<file path="src/sv/wto_pkg.sv">
// Shared types, constants and elaboration-time helpers for the wavetable oscillator.
// No dependencies; the other files of the block, apart from wto_ram, import this package.
package wto_pkg;

   // Field widths
   localparam int OPCODE_W    = 2;
   localparam int FREQ_W      = 32;
   localparam int PHASE_W     = 32;
   localparam int TADDR_W     = 16;
   localparam int SAMPLE_W    = 24;
   localparam int STEP_W      = 48;
   localparam int STEP_HALF_W = 24;
   localparam int LEN_W       = 17;
   localparam int OFFSET_W    = 16;
   localparam int CSR_INDEX_W = 3;
   localparam int CSR_DATA_W  = 48;
   localparam int COS_W       = 21;

   // Opcodes of the request channel
   localparam logic [OPCODE_W-1:0] OP_SAMPLE      = 2'd0;
   localparam logic [OPCODE_W-1:0] OP_WRITE       = 2'd1;
   localparam logic [OPCODE_W-1:0] OP_CLEAR_PHASE = 2'd2;

   // Register indexes of the CSR port
   localparam logic [CSR_INDEX_W-1:0] CSR_STEP_SCALE     = 3'd0;
   localparam logic [CSR_INDEX_W-1:0] CSR_USE_USER_TABLE = 3'd1;
   localparam logic [CSR_INDEX_W-1:0] CSR_CYCLE_LENGTH   = 3'd2;
   localparam logic [CSR_INDEX_W-1:0] CSR_READ_OFFSET    = 3'd3;
   localparam logic [CSR_INDEX_W-1:0] CSR_TABLE_POINTS   = 3'd4;

   // Register reset values
   localparam logic [STEP_W-1:0]   STEP_SCALE_RESET   = 48'd23456248059;
   localparam logic [LEN_W-1:0]    CYCLE_LENGTH_RESET = 17'd512;
   localparam logic [OFFSET_W-1:0] READ_OFFSET_RESET  = 16'd0;
   localparam logic [LEN_W-1:0]    TABLE_POINTS_RESET = 17'd0;

   // Command queue between front and back
   localparam int QUEUE_DEPTH = 2;
   localparam int QPTR_W      = $clog2(QUEUE_DEPTH);
   localparam int QCOUNT_W    = $clog2(QUEUE_DEPTH + 1);

   // Cosine table generation (Q2.60 Taylor series)
   localparam logic [63:0] PI_Q60       = 64'h3243_F6A8_885A_308D;
   localparam logic [63:0] ONE_Q60      = 64'h1000_0000_0000_0000;
   localparam logic [63:0] ROUND_Q40    = 64'h0000_0080_0000_0000;
   localparam int          ROUND_SHIFT  = 40;
   localparam int          TAYLOR_TERMS = 14;
   localparam logic [63:0] TAYLOR_DIV [TAYLOR_TERMS] = '{
      64'd2, 64'd12, 64'd30, 64'd56, 64'd90, 64'd132, 64'd182,
      64'd240, 64'd306, 64'd380, 64'd462, 64'd552, 64'd650, 64'd756
   };

   typedef enum logic [1:0] {
      KIND_SAMPLE,
      KIND_WRITE,
      KIND_CLEAR_PHASE
   } kind_type;

   typedef struct packed {
      kind_type                    kind;
      logic signed [FREQ_W-1:0]    frequency;
      logic [PHASE_W-1:0]          phase_offset;
      logic [TADDR_W-1:0]          table_address;
      logic signed [SAMPLE_W-1:0]  table_value;
   } cmd_type;

   typedef struct packed {
      logic [STEP_W-1:0]   step_scale;
      logic                use_user_table;
      logic [LEN_W-1:0]    cycle_length;
      logic [OFFSET_W-1:0] read_offset;
      logic [LEN_W-1:0]    table_points;
   } cfg_type;

   // Q60 product, bits 60..123 of the full product
   function automatic logic [63:0] mul_q60(input logic [63:0] a, input logic [63:0] b);
      logic [127:0] full;
      full = 128'(a) * 128'(b);
      return full[123:60];
   endfunction

   // First-quadrant cosine word in Q20, evaluated at elaboration only
   function automatic logic [COS_W-1:0] cos_quarter_word(input logic [63:0] angle);
      logic [63:0] sq;
      logic [63:0] term;
      logic [63:0] sum;
      logic [63:0] rounded;
      sq   = mul_q60(angle, angle);
      term = ONE_Q60;
      sum  = ONE_Q60;
      for (int k = 0; k < TAYLOR_TERMS; k++) begin
         term = mul_q60(term, sq) / TAYLOR_DIV[k];
         if (k[0] == 1'b0) begin
            sum = sum - term;
         end else begin
            sum = sum + term;
         end
      end
      rounded = (sum + ROUND_Q40) >> ROUND_SHIFT;
      return rounded[COS_W-1:0];
   endfunction

endpackage

</file>
<file path="src/sv/wto_front.sv">
// Request front end: accepts requests, drops those with no effect, queues the rest.
// Depends on wto_pkg (cmd_type, opcodes, queue sizing).
module wto_front #(
   parameter int TABLE_DEPTH = 65536
) (
   input  logic                                 clock,
   input  logic                                 reset,
   input  logic                                 req_valid,
   output logic                                 req_ready,
   input  logic [wto_pkg::OPCODE_W-1:0]         req_opcode,
   input  logic signed [wto_pkg::FREQ_W-1:0]    req_frequency,
   input  logic [wto_pkg::PHASE_W-1:0]          req_phase_offset,
   input  logic [wto_pkg::TADDR_W-1:0]          req_table_address,
   input  logic signed [wto_pkg::SAMPLE_W-1:0]  req_table_value,
   output logic                                 cmd_valid,
   input  logic                                 cmd_ready,
   output wto_pkg::cmd_type                     cmd
);
   import wto_pkg::*;

   cmd_type              queue_ff [QUEUE_DEPTH];
   logic [QPTR_W-1:0]    wr_ptr_ff, wr_ptr_in;
   logic [QPTR_W-1:0]    rd_ptr_ff, rd_ptr_in;
   logic [QCOUNT_W-1:0]  count_ff, count_in;
   cmd_type              incoming;
   logic                 keep;
   logic                 push;
   logic                 pop;

   // Classify: drop unknown opcodes and table writes past the end
   always_comb begin
      incoming.kind          = KIND_SAMPLE;
      incoming.frequency     = req_frequency;
      incoming.phase_offset  = req_phase_offset;
      incoming.table_address = req_table_address;
      incoming.table_value   = req_table_value;
      keep                   = 1'b0;
      unique case (req_opcode)
         OP_SAMPLE: begin
            incoming.kind = KIND_SAMPLE;
            keep          = 1'b1;
         end
         OP_WRITE: begin
            incoming.kind = KIND_WRITE;
            keep          = 32'(req_table_address) < 32'(TABLE_DEPTH);
         end
         OP_CLEAR_PHASE: begin
            incoming.kind = KIND_CLEAR_PHASE;
            keep          = 1'b1;
         end
         default: begin
            keep = 1'b0;
         end
      endcase
   end

   assign req_ready = count_ff != QCOUNT_W'(QUEUE_DEPTH);
   assign push      = req_valid && req_ready && keep;
   assign cmd_valid = count_ff != '0;
   assign cmd       = queue_ff[rd_ptr_ff];
   assign pop       = cmd_valid && cmd_ready;

   always_comb begin
      wr_ptr_in = push ? wr_ptr_ff + QPTR_W'(1) : wr_ptr_ff;
      rd_ptr_in = pop ? rd_ptr_ff + QPTR_W'(1) : rd_ptr_ff;
      count_in  = count_ff;
      if (push && !pop) begin
         count_in = count_ff + QCOUNT_W'(1);
      end else if (pop && !push) begin
         count_in = count_ff - QCOUNT_W'(1);
      end
   end

   always_ff @(posedge clock) begin
      if (reset) begin
         wr_ptr_ff <= '0;
         rd_ptr_ff <= '0;
         count_ff  <= '0;
      end else begin
         wr_ptr_ff <= wr_ptr_in;
         rd_ptr_ff <= rd_ptr_in;
         count_ff  <= count_in;
      end
      if (push) begin
         queue_ff[wr_ptr_ff] <= incoming;
      end
   end
endmodule

</file>
<file path="config.mk">
export PLATFORM = sky130hd
export DESIGN_NAME = wto_front
export DESIGN_NICKNAME = d
export VERILOG_FILES = /design/src/sv/wto_pkg.sv /design/src/sv/wto_front.sv
export SDC_FILE = /design/constraint.sdc
export NUM_CORES = 1
export LEC_CHECK = 0
export BUFFER_PORTS_ARGS = -buffer_cell sky130_fd_sc_hd__buf_4
export CAP_MARGIN = 20
export CORE_ASPECT_RATIO = 1.5
export CORE_MARGIN = 2
export CORE_UTILIZATION = 47
export CTS_CLUSTER_SIZE = 30
export DETAILED_ROUTE_END_ITERATION = 10
export PLACE_DENSITY = 0.76
export REMOVE_ABC_BUFFERS = 1
export SETUP_SLACK_MARGIN = 0.1
export SKIP_CTS_REPAIR_TIMING = 1
export SYNTH_ARGS = -nofsm -noshare
export SYNTH_HDL_FRONTEND = slang
export SYNTH_SLANG_ARGS = --single-unit
export TNS_END_PERCENT = 5
</file>
<file path="constraint.sdc">
create_clock -name clock -period 5.9 [get_ports clock]
set_input_delay 0.295 -clock clock [delete_from_list [all_inputs] [get_ports clock]]
set_output_delay 0.295 -clock clock [all_outputs]
set_load 0.05 [all_outputs]
</file>
# Word-level counts from Yosys, hierarchy flattened
# Memory sizes are Yosys's and may differ from the RTL's. A register that Yosys moved wholly into a read port is not among the register bits.
# Index checks and enable logic that the tools add are counted.
[word_totals]
ff_bits = 4
ramBits = 212
inputBits = 110
n_memories = 1
[classes]
addsub = 4
eq_ne = 3
muxes = 8
reduce_logical = 11
[memory_table]
columns = ["name", "words", "width", "rd", "rd_ports_with_merged_regs", "write_ports", "line", "rtl"]
rows = [
  ["queue_ff", 2, 106, 1, 1, 1, "wto_front.sv:21", "cmd_type queue_ff [QUEUE_DEPTH];"],
]
[ops]
columns = ["operator", "count"]
rows = [
  ["logical AND 1 bit", 5],
  ["2-to-1 mux 1 bit", 5],
  ["2-to-1 mux 2 bit", 2],
  ["case mux 2 bit (2 select lines)", 1],
  ["nonzero test 2 bit", 2],
  ["OR reduction 3 bit", 1],
  ["adder 1 bit, second input constant", 2],
  ["adder 2 x 1 -> 2 bit, second input constant", 1],
  ["== test 2 x 1 -> 1 bit, second input constant", 1],
  ["== test 2 bit, second input constant", 1],
  ["zero test 1 bit", 2],
  ["zero test 2 bit", 1],
  ["!= test 2 bit, second input constant", 1],
  ["subtractor 2 x 1 -> 2 bit, second input constant", 1],
]

# Depth between registers and ports, before layout
# Gate-level depths: netlist of the first run.
[logic_depth]
depth_word = 8
depth_mapped = 6
mapped_depth_nobuf = 6

# Worst setup path after synthesis of the first run
# Ideal clock, no wire load.
[synth_timing]
path_kind = "flip-flop to flip-flop"
start = "reg count_ff[0]"
end = "mem queue_ff[0][0] (netlist name) (enable)"
setup_ns = 0.585
arrival_time_ns = 5.549
slack_ns = -0.234
stages_incl_launch_ff = 4
n_path_buf = 0
period_less_slack_ns = 6.134
cell_sequence = "dfxtp_1 -> nand2b_4 -> and3_4 -> nor2b_1"
[synth_via]
elab_chain_cells = 5
[synth_lines]
columns = ["element", "line", "rtl"]
rows = [
  ["start, declared", "wto_front.sv:24", "logic [QCOUNT_W-1:0] count_ff, count_in;"],
  ["start signal, assigned", "wto_front.sv:82", "count_ff <= count_in;"],
  ["!= test 2 bit", "wto_front.sv:57", "assign req_ready = count_ff != QCOUNT_W'(QUEUE_DEPTH);"],
  ["net req_ready", "wto_front.sv:9", "output logic req_ready,"],
  ["logical AND 1 bit (2 in series)", "wto_front.sv:58", "assign push = req_valid && req_ready && keep;"],
  ["net push", "wto_front.sv:27", "logic push;"],
  ["2-to-1 mux 1 bit", "wto_front.sv:84", "if (push) begin"],
  ["2-to-1 mux 1 bit (not written as such)", "wto_front.sv:85", "queue_ff[wr_ptr_ff] <= incoming;"],
  ["end, declared", "wto_front.sv:21", ""],
]
# The timed path passes the listed nets, and every way through them passes these cells.

==> flow_summary_export.csv, run 1 <==
group,metric,value,unit
outcome,run_status,"complete, no violations",
setup_path,crit_path_frequent_cell,"buf_4",
logic_synthesis,synth_top_flop_cell,"edfxtp_1",
logic_synthesis,yosysMostFrequentCell,"edfxtp_1",
clock_network,clockBufferDepth,3,
floorplanning,die_w,111,um
finish,fin_nets,802,
logic_synthesis,yosys_warnings,0,
setup_path,timing.critical_path.fanout_max,63,
timing,finalSetupViolations,0,
timing,hold_violations,0,
power_and_ir_drop,leakagePower,0.00442,uW
clock_network,clkLatencyLatePin,0.48,ns
floorplanning,die_h,164,um
finish,num-fill-cells,1021,
place,placed_cells_incl_taps,775,
finish,drive_above_1_share,51.6,%
detailed_routing,antenna_violating_nets_post_route,0,
logic_synthesis,post_synth_most_frequent_cells,"edfxtp_1, mux2_2, mux2_4",
finish,final-seq-area,0.00647,mm2
detailed_routing,average_wire_length_per_cell_after_detail_routing,18.9,um
timing,fin_crit_sh,52.8,%
setup_path,critical_path.cell_chain,"buf_4 -> mux2_2 -> buf_4",
setup_path,critical_path.endpoint_type,"output port",
timing,maxSlewViolCount,0,
finish,postLayoutCoreUtil,69.2,%
finish,fin_cells,917,
setup_path,worstSetupStartpointType,"flop",
clock_network,clock_sink_count,217,
place,port_buffers,217,
floorplanning,core.rowCount,58,
logic_synthesis,seq_area_frac_synth,80.2,%
logic_synthesis,synthesis.area_per_instance,22.6,um2
floorplanning,die_area,0.0182,mm2
setup_path,cp_slowest_stage_delay,0.84,ns
place,detailed_place.area,0.00989,mm2
logic_synthesis,synth_largest_area_cell,"edfxtp_1",
timing,fmax,321,MHz
timing,worst_slack,2.78,ns
timing,final.min_clock_period,3.12,ns
place,place_congestion,0.735,
timing,worst_pin_slew,0.959,ns
timing,max-slew-margin-rel,36.1,%
floorplanning,core-area,0.0168,mm2
logic_synthesis,synth_top_cell_area_share,79.0,%
global_route,grt_pass1_wl,23100,um
clock_network,clkSlewWorstSetupHoldPaths,0.07,ns
logic_synthesis,synth_cells,357,
clock_network,cts_buffers,20,
min_path,min_path_type,"in -> reg",
global_route,maximum_number_of_pins_on_one_net_before_global_route_repair,88,
job,maxCapViolations,0,
detailed_routing,drtIter0Drc,138,
clock_network,htree_num_levels,1,
timing,grt_setup_unrepaired,"false",
power_and_ir_drop,power.density_cell_area,453,mW/mm2
power_and_ir_drop,vdd_ir_drop_max,0.320,mV
clock_network,clock-root-buffer,"clkbuf_16",
floorplanning,ioPinCount,218,
finish,multiInputGateArea,0.00151,mm2
global_route,first_global_vias,4387,
detailed_routing,drt_pre_antenna_iters,4,
place,detailedPlace.worstSlack,3.13,ns
setup_path,path_class,"reg -> out",
setup_path,crit_path_dat,2.82,ns
setup_path,critical_path_buf_inv_count,2,
logic_synthesis,netlist_top_cells_area,"edfxtp_1, mux2_2, mux2_4",
setup_path,worstPathRequired,5.61,ns
finish,area_growth,44.0,%
power_and_ir_drop,overall_power,5250,uW
logic_synthesis,mapped_cell_area,0.00806,mm2
timing,skew,0.0120,ns
global_route,grt_antenna_before_repair,2,
detailed_routing,detail_route.vias_per_cell,4.88,
logic_synthesis,synth_edf_count,212,
setup_path,crit_family,"buffers and inverters",
logic_synthesis,synth.distinct_cells,18,
place,detailed_place_hpwl,10400,um
global_route,total_global_route_track_usage,16.3,%
floorplanning,starting_density,48.1,%
detailed_routing,remaining_drc_errors,0,
detailed_routing,wl,17300,um
clock_network,tritoncts,"done",
finish,stdcell_area,0.0116,mm2
logic_synthesis,synth-seq-cells,217,
setup_path,cp_slowest_cell,"buf_4",
logic_synthesis,fraction_of_registers_with_async_set_or_reset_after_synthesis,0,%
global_route,grt_overflow_total,0,
detailed_routing,dr_total_vias,4472,
-- kinds of logic (layout without fill, tap and decap cells) --
group | Yosys count | in the layout | synth area share (%)
buf+inv | 12 | 360 | 1.21
compound gates | 3 | 3 | 0.186
other cells | 0 | 2 | 0
xor+xnor | 3 | 3 | 0.326
fa+ha+maj | 1 | 1 | 0.155
mux | 107 | 107 | 16.8
simple gates | 14 | 14 | 1.09
flops | 217 | 217 | 80.2
-- layout by cell type, fill, tap and decap left out, drive strengths merged --
cell and count:
ha 1, and3 1, o21ai 2, or2 1, clkinv 11, and2 1, edfxtp 212, nor2 4
clkinvlp 1, diode 2, dlygate4sd3 103, clkbuf 21, nand2 1, a21oi 1, inv 1, nor2b 4
xor2 3, or3 1, dfxtp 5, buf 221, nand2b 1, bufinv 2, mux2 107
-- final timing paths --
kind | from | endpoint | slack [ns] | cells after the start
min reg2reg | rd_ptr_ff | flop | 0.54 | 2
max | flop | cmd[101] | 2.78 | 3
max reg2reg | count_ff[0] | queue_ff[0][92] | 3.33 | 5
min | reset | flop | 0.01 | 2
-- where the power goes --
group | switching (uW) | leakage, uW | internal (uW)
sequential | 101 | 0.00200 | 1910
combinational | 1260 | 0.00210 | 723
clock | 531 | 0.000321 | 735
total | 1890 | 0.00442 | 3360
-- sequential cells by signal, summed over array words and instances (netlist names), named ones only --
register / cells
count_ff: 2
rd_ptr_ff: 1
queue_ff: 212
wr_ptr_ff: 1
-- cell type report --
cell class,instances,area share [%]
Antenna cell,2,0.0431
Clock buffer,21,4.53
Clock inverter,15,1.07
Multi-Input combinational cell,128,13.0
Sequential cell,217,55.8
Tap cell,210,2.26
Timing Repair Buffer,324,23.4
-- worst register-to-register path: cells and delay by family, from the launching register on --
kind | cells | cell delay, ns
and+or+nand+nor | 3 | 0.89
buffers and inverters | 2 | 0.90
DFF | 1 | 0.41
-- layer usage --
metal  GRT usage [%]  wire [um]  vias to the layer above
li1                -          -                     2081
met1            16.9       5910                     2210
met2            31.3       9930                      143
met3            3.96        885                       38
met4            6.65        567                        0
met5               0          0                        -
-- per-stage QoR --
step                      setup TNS [ns]  hold slack [ns]
after detailed placement               0            0.482
after global placement                 0            0.480
after global routing                   0          0.00190
after floorplan                   -24.83            0.364
final                                  0           0.0128
after CTS                              0          -0.0237
No activity file was read; power rests on OpenSTA's default activity.
==> inputs of run 2 (changes only) <==
==> constraint.sdc (replaced) <==
create_clock -name clock -period 2.8 [get_ports clock]
set_input_delay 0.14 -clock clock [delete_from_list [all_inputs] [get_ports clock]]
set_output_delay 0.14 -clock clock [all_outputs]
set_load 0.05 [all_outputs]
==> flow_summary_export.csv, run 2 (synthesis results as in run 1) <==
group,metric,value,unit
finish,drive_above_1_share,51.5,%
setup_path,timing.critical_path.fanout_max,28,
timing,maxSlewViolCount,0,
timing,hold_violations,0,
timing,finalSetupViolations,0,
detailed_routing,remaining_drc_errors,0,
clock_network,cts_buffers,20,
clock_network,clockBufferDepth,3,
clock_network,clkSlewWorstSetupHoldPaths,0.06,ns
setup_path,critical_path.cell_chain,"buf_4 -> mux2_2 -> buf_4",
setup_path,rr_startpoint,"count_ff[0]",
min_path,min_to,"wr_ptr_ff",
detailed_routing,drtIter0Drc,257,
timing,worst_pin_slew,0.680,ns
floorplanning,die_w,111,um
floorplanning,core-area,0.0168,mm2
setup_path,worstPathRequired,2.66,ns
detailed_routing,wl,17600,um
finish,fin_nets,808,
global_route,maximum_number_of_pins_on_one_net_before_global_route_repair,107,
power_and_ir_drop,overall_power,11100,uW
finish,layout.cells.most_common,"buf_4",
global_route,grt_antenna_before_repair,1,
detailed_routing,topRoutingLayerUsed,"met4",
detailed_routing,dr_wl_met2,10100,um
timing,grt_setup_unrepaired,"false",
timing,fin_tns_setup,0,ns
setup_path,cp_slowest_cell,"dfxtp_4",
detailed_routing,antenna_violating_nets_post_route,0,
global_route,grt_pass1_wl,22800,um
setup_path,crit_path_frequent_cell,"buf_4",
finish,area_growth,44.9,%
min_path,min_from,"req_valid",
setup_path,cp_slowest_stage_delay,0.68,ns
timing,skew,0.00738,ns
outcome,run_status,"complete, no violations",
finish,top_register,"queue_ff",
setup_path,worstRegToRegCells,4,
floorplanning,ioPinCount,218,
timing,max-slew-margin-rel,54.6,%
clock_network,clkLatencyLatePin,0.48,ns
finish,largest_reg_flops,212,
clock_network,clock-root-buffer,"clkbuf_16",
global_route,grt_overflow_total,0,
global_route,first_global_vias,4389,
global_route,total_global_route_track_usage,16.1,%
timing,fmax,430,MHz
detailed_routing,drt_pre_antenna_iters,4,
power_and_ir_drop,vdd_ir_drop_max,0.616,mV
power_and_ir_drop,leakagePower,0.00445,uW
floorplanning,die_area,0.0182,mm2
timing,final.min_clock_period,2.33,ns
detailed_routing,dr_total_vias,4554,
detailed_routing,average_wire_length_per_cell_after_detail_routing,19.1,um
timing,fin_worst_hold_slack,0.101,ns
setup_path,critical_path.endpoint_type,"output port",
floorplanning,core.rowCount,58,
finish,reg.largest.list,"queue_ff x212, count_ff x2",
job,maxCapViolations,0,
clock_network,htree_num_levels,1,
min_path,hold-path-cell-count,3,
setup_path,worstSetupStartpointType,"flop",
detailed_routing,dr_wl_met3,764,um
clock_network,tritoncts,"done",
setup_path,worst-r2r-setup-slack,0.92,ns
timing,fin_crit_sh,83.1,%
floorplanning,starting_density,48.1,%
setup_path,worst_r2r_end,"queue_ff[1][76]",
place,detailed_place_hpwl,10500,um
finish,most-common-layout-cells,"buf_4, edfxtp_1, dlygate4sd3_1",
finish,postLayoutCoreUtil,69.7,%
setup_path,path_class,"reg -> out",
floorplanning,die_h,164,um
clock_network,clock_sink_count,217,
place,place_congestion,0.759,
detailed_routing,metal_1_wl,6080,um
setup_path,crit_path_dat,2.19,ns
min_path,min_path_type,"in -> reg",
detailed_routing,detail_route.vias_per_cell,4.93,
finish,num-fill-cells,1048,
power_and_ir_drop,power.density_cell_area,952,mW/mm2
place,port_buffers,217,
run 2: report_power, final:
| group | switching, uW | leakage, uW | total [uW] | internal, uW |
|---|---|---|---|---|
| registers | 184 | 0.00200 | 4200 | 4020 |
| clock network | 1140 | 0.000316 | 2700 | 1560 |
| logic | 2670 | 0.00213 | 4220 | 1540 |
run 2: through the flow:
stage	instances	worst slack, ns	cell area (um2)
after global placement	778	0.976	9950
after floorplan	345	-3.33	7960
after global routing	922	0.368	11700
after CTS	814	0.448	10600
after detailed placement	778	0.924	9950
final	923	0.475	11700
run 2: worst max-delay path by stage:
stage	from	end	slack, ns	depth (start not counted)
2_1_floorplan	count_ff[0]	queue_ff[0][0]	-3.33	3
3_3_place_gp	flop	cmd[28]	0.98	3
3_5_place_dp	count_ff[0]	queue_ff[0][81]	0.92	4
4_1_cts	flop	cmd[28]	0.45	3
5_1_grt	flop	cmd[51]	0.37	3
6_report	flop	cmd[51]	0.47	3
run 2: worst max-delay path: cells and delay by family (launching register included):
kind	cells	cell delay [ns]
buf+inv	2	0.61
mux	1	0.39
flops	1	0.68
run 2: layout make-up:
cell class / instances / area (um2) / area share, %
flip-flops and latches: 217 / 6470 / 55.4
diodes: 2 / 5.00 / 0.0429
clock inverters: 12 / 115 / 0.986
clock buffers: 24 / 537 / 4.60
well taps: 210 / 263 / 2.25
multi-input cells: 128 / 1510 / 12.9
repair buffers: 330 / 2780 / 23.8
run 2: metal layers:
layer	vias up	global-route usage, %
met3	50	3.45
met1	2249	16.7
li1	2096	-
met2	159	30.3
met5	-	0
met4	0	8.98
